==> src/rtl/hoa_pkg.sv <==
package hoa_pkg;

  localparam int MAX_ORDER_DEF = 15;

  localparam int CFG_IDX_W  = 3;
  localparam int CFG_DATA_W = 17;

  typedef enum logic [CFG_IDX_W-1:0] {
    CFG_AMBI_ORDER = 3'd0,
    CFG_LAYOUT_ROT = 3'd1,
    CFG_GAIN_SCALE = 3'd2,
    CFG_MAX_RE_ON  = 3'd3,
    CFG_RAMP_STEP  = 3'd4
  } cfg_idx_e;

  localparam logic [3:0]  AMBI_ORDER_RST = 4'd1;
  localparam logic [15:0] LAYOUT_ROT_RST = 16'd0;
  localparam logic [16:0] GAIN_SCALE_RST = 17'd21845;
  localparam logic        MAX_RE_ON_RST  = 1'b0;
  localparam logic [16:0] RAMP_STEP_RST  = 17'd65536;

  localparam logic CMD_DIR    = 1'b0;
  localparam logic CMD_SAMPLE = 1'b1;

  localparam logic [15:0]        QUARTER_TURN = 16'd16384;
  localparam logic signed [17:0] UNITY_Q16    = 18'sd65536;
  localparam int                 DIV_STEPS    = 15;

  // quarter-wave sine polynomial, Q30
  localparam logic signed [32:0] POLY_C1 = 33'sd1686629713;
  localparam logic signed [32:0] POLY_C3 = -33'sd693598668;
  localparam logic signed [32:0] POLY_C5 = 33'sd85569306;
  localparam logic signed [32:0] POLY_C7 = -33'sd5026995;
  localparam logic signed [32:0] POLY_C9 = 33'sd172272;

  typedef struct packed {
    logic               cmd;
    logic [15:0]        azimuth;
    logic signed [23:0] sample;
  } in_t;

  typedef struct packed {
    logic [3:0]         harmonic_order;
    logic signed [31:0] coef_real;
    logic signed [31:0] coef_imag;
    logic               last;
  } out_t;

  typedef struct packed {
    logic signed [17:0] wr;
    logic signed [17:0] wi;
    logic signed [19:0] sr;
    logic signed [19:0] si;
  } ent_t;

  typedef struct packed {
    logic        start;
    logic [15:0] angle;
  } trig_req_t;

  typedef struct packed {
    logic               done;
    logic signed [17:0] value;
  } trig_rsp_t;

  typedef enum logic [3:0] {
    ST_IDLE,
    ST_DIV,
    ST_KNEXT,
    ST_MR,
    ST_MRW,
    ST_MAG,
    ST_COSW,
    ST_SINW,
    ST_TGT,
    ST_STEP,
    ST_SRD,
    ST_SUPD,
    ST_SMUL
  } st_e;

  // round half up at bit 16
  function automatic logic signed [47:0] rnd16(input logic signed [47:0] v);
    logic signed [47:0] t;
    t = v + 48'sd32768;
    return t >>> 16;
  endfunction

  function automatic logic signed [17:0] sat18(input logic signed [47:0] v);
    logic signed [17:0] r;
    if (v > 48'sd131071) begin
      r = 18'sd131071;
    end else if (v < -48'sd131072) begin
      r = -18'sd131072;
    end else begin
      r = v[17:0];
    end
    return r;
  endfunction

  function automatic logic signed [19:0] sat20(input logic signed [47:0] v);
    logic signed [19:0] r;
    if (v > 48'sd524287) begin
      r = 20'sd524287;
    end else if (v < -48'sd524288) begin
      r = -20'sd524288;
    end else begin
      r = v[19:0];
    end
    return r;
  endfunction

endpackage

==> src/rtl/hoa_sin.sv <==
module hoa_sin (
  input  logic                 clk_i,
  input  logic                 rst_ni,
  input  hoa_pkg::trig_req_t   req_i,
  output hoa_pkg::trig_rsp_t   rsp_o
);
  import hoa_pkg::*;

  localparam logic signed [64:0] HALF30 = 65'sd1 <<< 29;
  localparam logic signed [64:0] HALF44 = 65'sd1 <<< 43;
  localparam logic [61:0]        HALF30U = 62'd1 << 29;

  logic               busy_q, done_q;
  logic [2:0]         cnt_q;
  logic [1:0]         quad_q;
  logic [30:0]        x_q, x2_q;
  logic signed [32:0] p_q;
  logic signed [17:0] y_q;

  logic [14:0]        r_fold;
  logic [61:0]        xx;
  logic [30:0]        x2_n;
  logic signed [32:0] coef;
  logic signed [64:0] px2, px, px2_r, px_r;
  logic signed [32:0] p_n;
  logic signed [20:0] y_raw;
  logic signed [17:0] y_mag, y_n;

  always_comb begin
    // odd quadrants run the polynomial backward from the quarter point
    if (req_i.angle[14]) begin
      r_fold = 15'(QUARTER_TURN) - {1'b0, req_i.angle[13:0]};
    end else begin
      r_fold = {1'b0, req_i.angle[13:0]};
    end
    xx   = 62'(x_q) * 62'(x_q);
    x2_n = 31'((xx + HALF30U) >> 30);
    case (cnt_q)
      3'd1:    coef = POLY_C7;
      3'd2:    coef = POLY_C5;
      3'd3:    coef = POLY_C3;
      3'd4:    coef = POLY_C1;
      default: coef = POLY_C7;
    endcase
    px2   = p_q * $signed({1'b0, x2_q});
    px2_r = (px2 + HALF30) >>> 30;
    p_n   = coef + px2_r[32:0];
    px    = p_q * $signed({1'b0, x_q});
    px_r  = (px + HALF44) >>> 44;
    y_raw = px_r[20:0];
    if (y_raw < 21'sd0) begin
      y_mag = 18'sd0;
    end else if (y_raw > 21'sd65536) begin
      y_mag = UNITY_Q16;
    end else begin
      y_mag = y_raw[17:0];
    end
    y_n = quad_q[1] ? -y_mag : y_mag;
  end

  always_ff @(posedge clk_i or negedge rst_ni) begin
    if (!rst_ni) begin
      busy_q <= 1'b0;
      done_q <= 1'b0;
      cnt_q  <= '0;
    end else begin
      done_q <= 1'b0;
      if (!busy_q) begin
        if (req_i.start) begin
          busy_q <= 1'b1;
          cnt_q  <= '0;
        end
      end else begin
        cnt_q <= cnt_q + 3'd1;
        if (cnt_q == 3'd5) begin
          busy_q <= 1'b0;
          done_q <= 1'b1;
        end
      end
    end
  end

  always_ff @(posedge clk_i) begin
    if (!busy_q) begin
      if (req_i.start) begin
        quad_q <= req_i.angle[15:14];
        x_q    <= {r_fold, 16'd0};
        p_q    <= POLY_C9;
      end
    end else begin
      case (cnt_q)
        3'd0:                      x2_q <= x2_n;
        3'd1, 3'd2, 3'd3, 3'd4:    p_q  <= p_n;
        3'd5:                      y_q  <= y_n;
        default:                   p_q  <= p_q;
      endcase
    end
  end

  assign rsp_o.done  = done_q;
  assign rsp_o.value = y_q;

endmodule
==> config.mk <==
export PLATFORM = sky130hd
export DESIGN_NAME = hoa_sin
export DESIGN_NICKNAME = d
export VERILOG_FILES = /design/src/rtl/hoa_pkg.sv /design/src/rtl/hoa_sin.sv
export SDC_FILE = /design/constraint.sdc
export NUM_CORES = 2
export LEC_CHECK = 0
export CORE_MARGIN = 5
export CORE_UTILIZATION = 65
export CTS_BUF_LIST = sky130_fd_sc_hd__clkbuf_8
export CTS_CLUSTER_DIAMETER = 80
export DETAILED_ROUTE_END_ITERATION = 7
export DONT_BUFFER_PORTS = 1
export PLACE_DENSITY = 0.83
export RECOVER_POWER = 25
export SYNTH_ARGS = -nofsm -noshare
export SYNTH_HDL_FRONTEND = slang
export SYNTH_SLANG_ARGS = --single-unit
==> constraint.sdc <==
create_clock -name clk_i -period 12.7 [get_ports clk_i]
set_input_delay 0 -clock clk_i [delete_from_list [all_inputs] [get_ports clk_i]]
set_output_delay 0 -clock clk_i [all_outputs]
set_load 0.005 [all_outputs]
## Yosys cells after proc, flatten, opt, wreduce, memory -nomap -nowiden

Cells that the tools add are included.

| word-level totals | value |
|---|---|
| memory bits (read-only) | 0 |
| RAM bits | 0 |
| latch bits | 0 |
| flip-flop bits (word level) | 104 |
| word-level logic and storage cells | 50 |
| bits of input ports | 19 |
| memories | 0 |

| cells by class | value |
|---|---|
| order comparisons | 2 |
| shift-type cells | 0 |
| div/mod/pow operators | 0 |
| multiply operators | 3 |
| reductions and logical operators | 7 |
| $add $sub $neg | 7 |
| bitwise logic cells | 1 |
| equality and inequality tests | 6 |
| muxes and demuxes | 15 |

Operator list:

| kind | number |
|---|---|
| 2-to-1 mux 33 bit | 3 |
| case mux 33 bit (3 select lines) | 1 |
| adder 65 x 45 -> 65 bit, second input constant | 1 |
| adder 63 x 31 -> 63 bit, second input constant | 1 |
| multiplier 33 x 32 -> 63 bit | 1 |
| adder 61 x 30 -> 61 bit, second input constant | 1 |
| 2-to-1 mux 18 bit | 3 |
| multiplier 33 x 16 -> 49 bit | 1 |
| adder 33 bit | 1 |
| multiplier 15 x 15 -> 29 bit | 1 |
| > comparator 21 x 18 -> 1 bit, second input constant | 1 |
| < comparator 21 x 1 -> 1 bit, second input constant | 1 |
| negation 18 bit | 1 |
| subtractor 15 x 14 -> 15 bit, first input constant | 1 |
| 2-to-1 mux 14 bit | 1 |
| AND reduction 2 bit | 4 |
| equality test 3 x 2 -> 1 bit, second input constant | 2 |
| equality test 3 bit, second input constant | 2 |
| 2-to-1 mux 3 bit | 2 |
| 2-to-1 mux 1 bit | 5 |
| OR reduction 4 bit | 1 |
| adder 3 x 1 -> 3 bit, second input constant | 1 |
| equality test 3 x 1 -> 1 bit, second input constant | 1 |
| zero test 3 bit | 1 |
| 3 further kinds | 3 |

## Depth between registers and ports, before layout

| depth | value |
|---|---|
| depth in word-level cells | 7 |
| mapped depth | 41 |
| gate-level depth less buffers | 40 |

## Least setup slack after synthesis

Ideal clock, no wire load.

| path | value |
|---|---|
| path kind | flip-flop to flip-flop |
| from | reg p_q[18] |
| to | reg p_q[30], data pin |
| setup slack | 3008 ps |
| clock period less this slack | 9692 ps |
| data required time | 12445 ps |
| arrival time | 9437 ps |
| buffers on the path | 2 |
| stages on the path, launching flop included | 39 |
| cells stage by stage | edfxtp_1 > clkbuf_1 > clkbuf_1 > nand2_1 > fa_1 > inv_1 > fa_1 > fa_1 > fa_1 > fa_1 > inv_1 > fa_1 > inv_1 > fa_1 > fa_1 > ha_1 > a21o_1 > a21o_1 > (+3 left out) > xnor2_1 > ha_1 > fa_1 > a21oi_1 > nor2_1 > nor2_1 > o21bai_1 > a21o_1 > a21oi_1 > o31a_1 > o21ai_0 > a21oi_1 > o21ai_0 > a31o_2 > a2111oi_0 > nor3_1 > xor2_1 > and2_1 |

| between the ends | value |
|---|---|
| word-level cells in the longest chain between the ends | 5 |

Ends and longest elaborated chain:

| what | line | source |
|---|---|---|
| from (decl) | hoa_sin.sv:17 | `logic signed [32:0] p_q;` |
| from (signal assigned) | hoa_sin.sv:93 | `3'd1, 3'd2, 3'd3, 3'd4: p_q <= p_n;` |
| from (signal assigned) | hoa_sin.sv:95 | `default: p_q <= p_q;` |
| multiplier 33 x 32 -> 63 bit | hoa_sin.sv:45 | `px2 = p_q * $signed({1'b0, x2_q});` |
| adder 63 x 31 -> 63 bit | hoa_sin.sv:46 | `px2_r = (px2 + HALF30) >>> 30;` |
| adder 33 bit | hoa_sin.sv:47 | `p_n = coef + px2_r[32:0];` |
| 2-to-1 mux 33 bit | hoa_sin.sv:91 | `case (cnt_q)` |
| 2-to-1 mux 33 bit | hoa_sin.sv:84 | `if (!busy_q) begin` |

Every way passes these cells. The select of a mux whose other input is x is not followed.
A chain may end at the register's enable or synchronous reset.

## Worst setup path after layout

| path | value |
|---|---|
| from | reg p_q[7] |
| to | reg p_q[30], data pin |

Same word-level chain as after synthesis.

==> run_results.csv <==
group,metric,value,unit
worst_setup_path,cp_slowest_cell,"edfxtp_1",
floorplanning,rows,113,
synthesis,synth.most_common_cell,"inv_1",
drt,antenna_left,0,
cells_and_area,nets,8524,
synthesis,syn_nets,8751,
grt,grt_antenna_before_repair,2,
cts,cts_buffer_depth,2,
synthesis,synthCells,6667,
synthesis,syn_avg_cell_area,9.258,um^2
synthesis,yosysTopAreaCellShare,50.66,%
grt,grt_pass1_wl,247100,um
floorplanning,io_pins,38,
cts,cts-buffers-inserted,9,
synthesis,synth_top_area_cell,"fa_1",
worst_setup_path,cp.required,12.96,ns
drt,routed_wirelength,146300,um
synthesis,yosys_warnings,0,
sta,grt_setup_unrepaired,"no",
cts,post_cts_resized,0,
drt,drtIter0Drc,2926,
grt,grt_overflow,0,
worst_setup_path,critPathKind,"flip-flop to flip-flop",
drt,vias,44270,
sta,slew_headroom,-81.66,%
synthesis,async_reset_ff_share,5.000,%
grt,grt_start_max_net_pins,51,
cts,post_cts_buffers,0,
synthesis,synthTopCellsByCount,"inv_1 (1,618), fa_1 (1,562), nand2_1 (1,020)",
run_status,status,"complete, but fails checks",
synthesis,synth.distinct_cells,87,
floorplanning,core,94590,um^2
synthesis,synth-edff-count,95,
grt,grtUsageTotal,30.14,%
cts,clkLatencyLatePin,0.49,ns
worst_setup_path,cp-start-kind,"flip-flop",
synthesis,synthTopCellsByArea,"fa_1 (51%), ha_1 (10%), inv_1 (9.8%)",
synthesis,synth-main-ff-cell,"edfxtp_1",
place,pre_cts_ws,1.661,ns
grt,grt_pass1_vias,50200,
cells_and_area,layout-drive-gt1-share,1.971,%
floorplanning,die_h,318.1,um
sta,setup_viol,0,
place,gp_congestion,0.9098,
floorplanning,die_x,318.1,um
worst_setup_path,crit_buf_inv,4,
cts,ctsHoldBuffers,27,
sta,fin_crit,11.22,ns
synthesis,netlist_area,61720,um^2
cts,cts-root-buf,"clkbuf_8",
floorplanning,dieArea,101200,um^2
sta,timing.fmax,0.08916,GHz
worst_setup_path,worstPathMaxFanout,26,
drt,post_drt_wl_per_cell,18.97,um
drt,drt_first_pass_iters,7,
worst_setup_path,crit_top_cell,"fa_1",
synthesis,synth_seq_cells,100,
worst_setup_path,cp.arrival,11.48,ns
cts,htree_levels,3,
sta,fin_ws,1.484,ns
worst_hold_path,min_path_type,"input port to flip-flop",
run,maxCapViolations,3,
drt,drc,0,
sta,fin_tns_setup,0,ns
place,portBuffers,0,
cts,cts_num_sinks,100,
sta,min_period_over_period,88.32,%
place,post-dp-hpwl,117800,um
sta,clock_skew,0.03200,ns
sta,hold_viol_final,0,
worst_setup_path,cp-end-kind,"flip-flop",
synthesis,yosysSeqAreaShare,4.825,%
worst_setup_path,crit_family,"adder cells",
sta,max_slew.worst_pin.slew,2.725,ns
floorplanning,start_util,65.25,%
cts,cts_tree,"built",
worst_setup_path,max_stage_delay,0.90,ns
cts,clk_pin_slew_worst_paths,0.14,ns
cells_and_area,syn2layout_area_growth,2.163,%
drt,viasPerCell,5.741,
sta,final_max_slew_viol_count,114,
run_status,failed_checks,"max-capacitance violations, max-slew violations",
## routing by layer
| layer | GRT usage [%] | routed length (um) | up-vias |
|---|---|---|---|
| li1 | - | - | 19090 |
| met1 | 37.23 | 53330 | 22730 |
| met2 | 52.27 | 74190 | 1914 |
| met3 | 3.781 | 9972 | 540 |
| met4 | 16.02 | 8768 | 2 |
| met5 | 0 | 13 | - |
## kinds of logic (layout without fill, tap and decap cells)
logic type | after synthesis | in the layout | share of synthesized area [%]
adder cells (fa/ha/maj) | 2065 | 2065 | 60.86
AND/OR/NAND/NOR | 1972 | 1972 | 15.43
buffers and inverters | 1959 | 1737 | 11.93
AO/OA/AOI/OAI | 394 | 394 | 4.391
XOR/XNOR | 164 | 164 | 2.350
flip-flops | 100 | 100 | 4.825
multiplexers | 12 | 12 | 0.2108
other | 1 | 2 | 0.006076
## cells in the final DEF (no fill, tap or decap), types with 36 or more instances in the layout
| cell | n |
|---|---|
| inv_1 | 1618 |
| nor3_1 | 36 |
| buf_4 | 72 |
| ha_1 | 503 |
| nand3_1 | 37 |
| edfxtp_1 | 95 |
| fa_1 | 1562 |
| and2_1 | 619 |
| xor2_1 | 46 |
| nand2_1 | 1020 |
| a21o_1 | 38 |
| nor2_1 | 99 |
| o21ai_0 | 58 |
| xnor2_1 | 117 |
| a21oi_1 | 103 |
## worst paths after layout
kind | start | endpoint | slack (ns) | cells after the start
hold reg to reg | cnt_q[0] | cnt_q[0] | 0.63 | 1
setup / recovery | p_q[7] | p_q[30] | 1.48 | 36
hold / removal | req_i[5] | x_q[22] | 0.01 | 3
min in group asynchronous | rst_ni | done_q | 0.33 | 2
setup reg to reg | p_q[7] | p_q[30] | 1.48 | 36
max in group asynchronous | rst_ni | cnt_q[2] | 12.16 | 2
## area by class of cell
cell class / count / area [um^2]
antenna: 1 / 2.502
clock buffer: 10 / 137.6
clock inverter: 6 / 53.80
fill: 7168 / 31530
inverter: 1618 / 6073
multi-input combinational: 4608 / 51400
sequential: 100 / 2978
tap: 1265 / 1583
timing repair buffer: 103 / 825.8
## worst min-delay path, delay by kind of cell
family | cells | cell delay (ns)
XOR/XNOR | 1 | 0.16
AND/OR/NAND/NOR | 2 | 0.22
## sequential cells by signal, indices dropped and copies added, names as in the netlist
| register | flops |
|---|---|
| p_q | 33 |
| x2_q | 28 |
| y_q | 18 |
| x_q | 15 |
| cnt_q | 3 |
| busy_q | 1 |
| done_q | 1 |
| quad_q | 1 |
## through the flow
stage	std cells	cell area (um^2)	utilization, %	hold WS [ns]
2_1_floorplan	6667	61720	-	-0.2956
3_3_place_gp	7667	62610	66.19	-0.2953
3_5_place_dp	7667	62610	66.19	-0.2953
4_1_cts	7710	63070	66.68	0.001158
5_1_grt	7711	63060	66.66	0.08894
6_report	7711	63060	66.66	0.01166
Power is left out: the tool's default activity adds up to more than one toggle a clock period on the data nets, which glitch-free logic cannot reach.
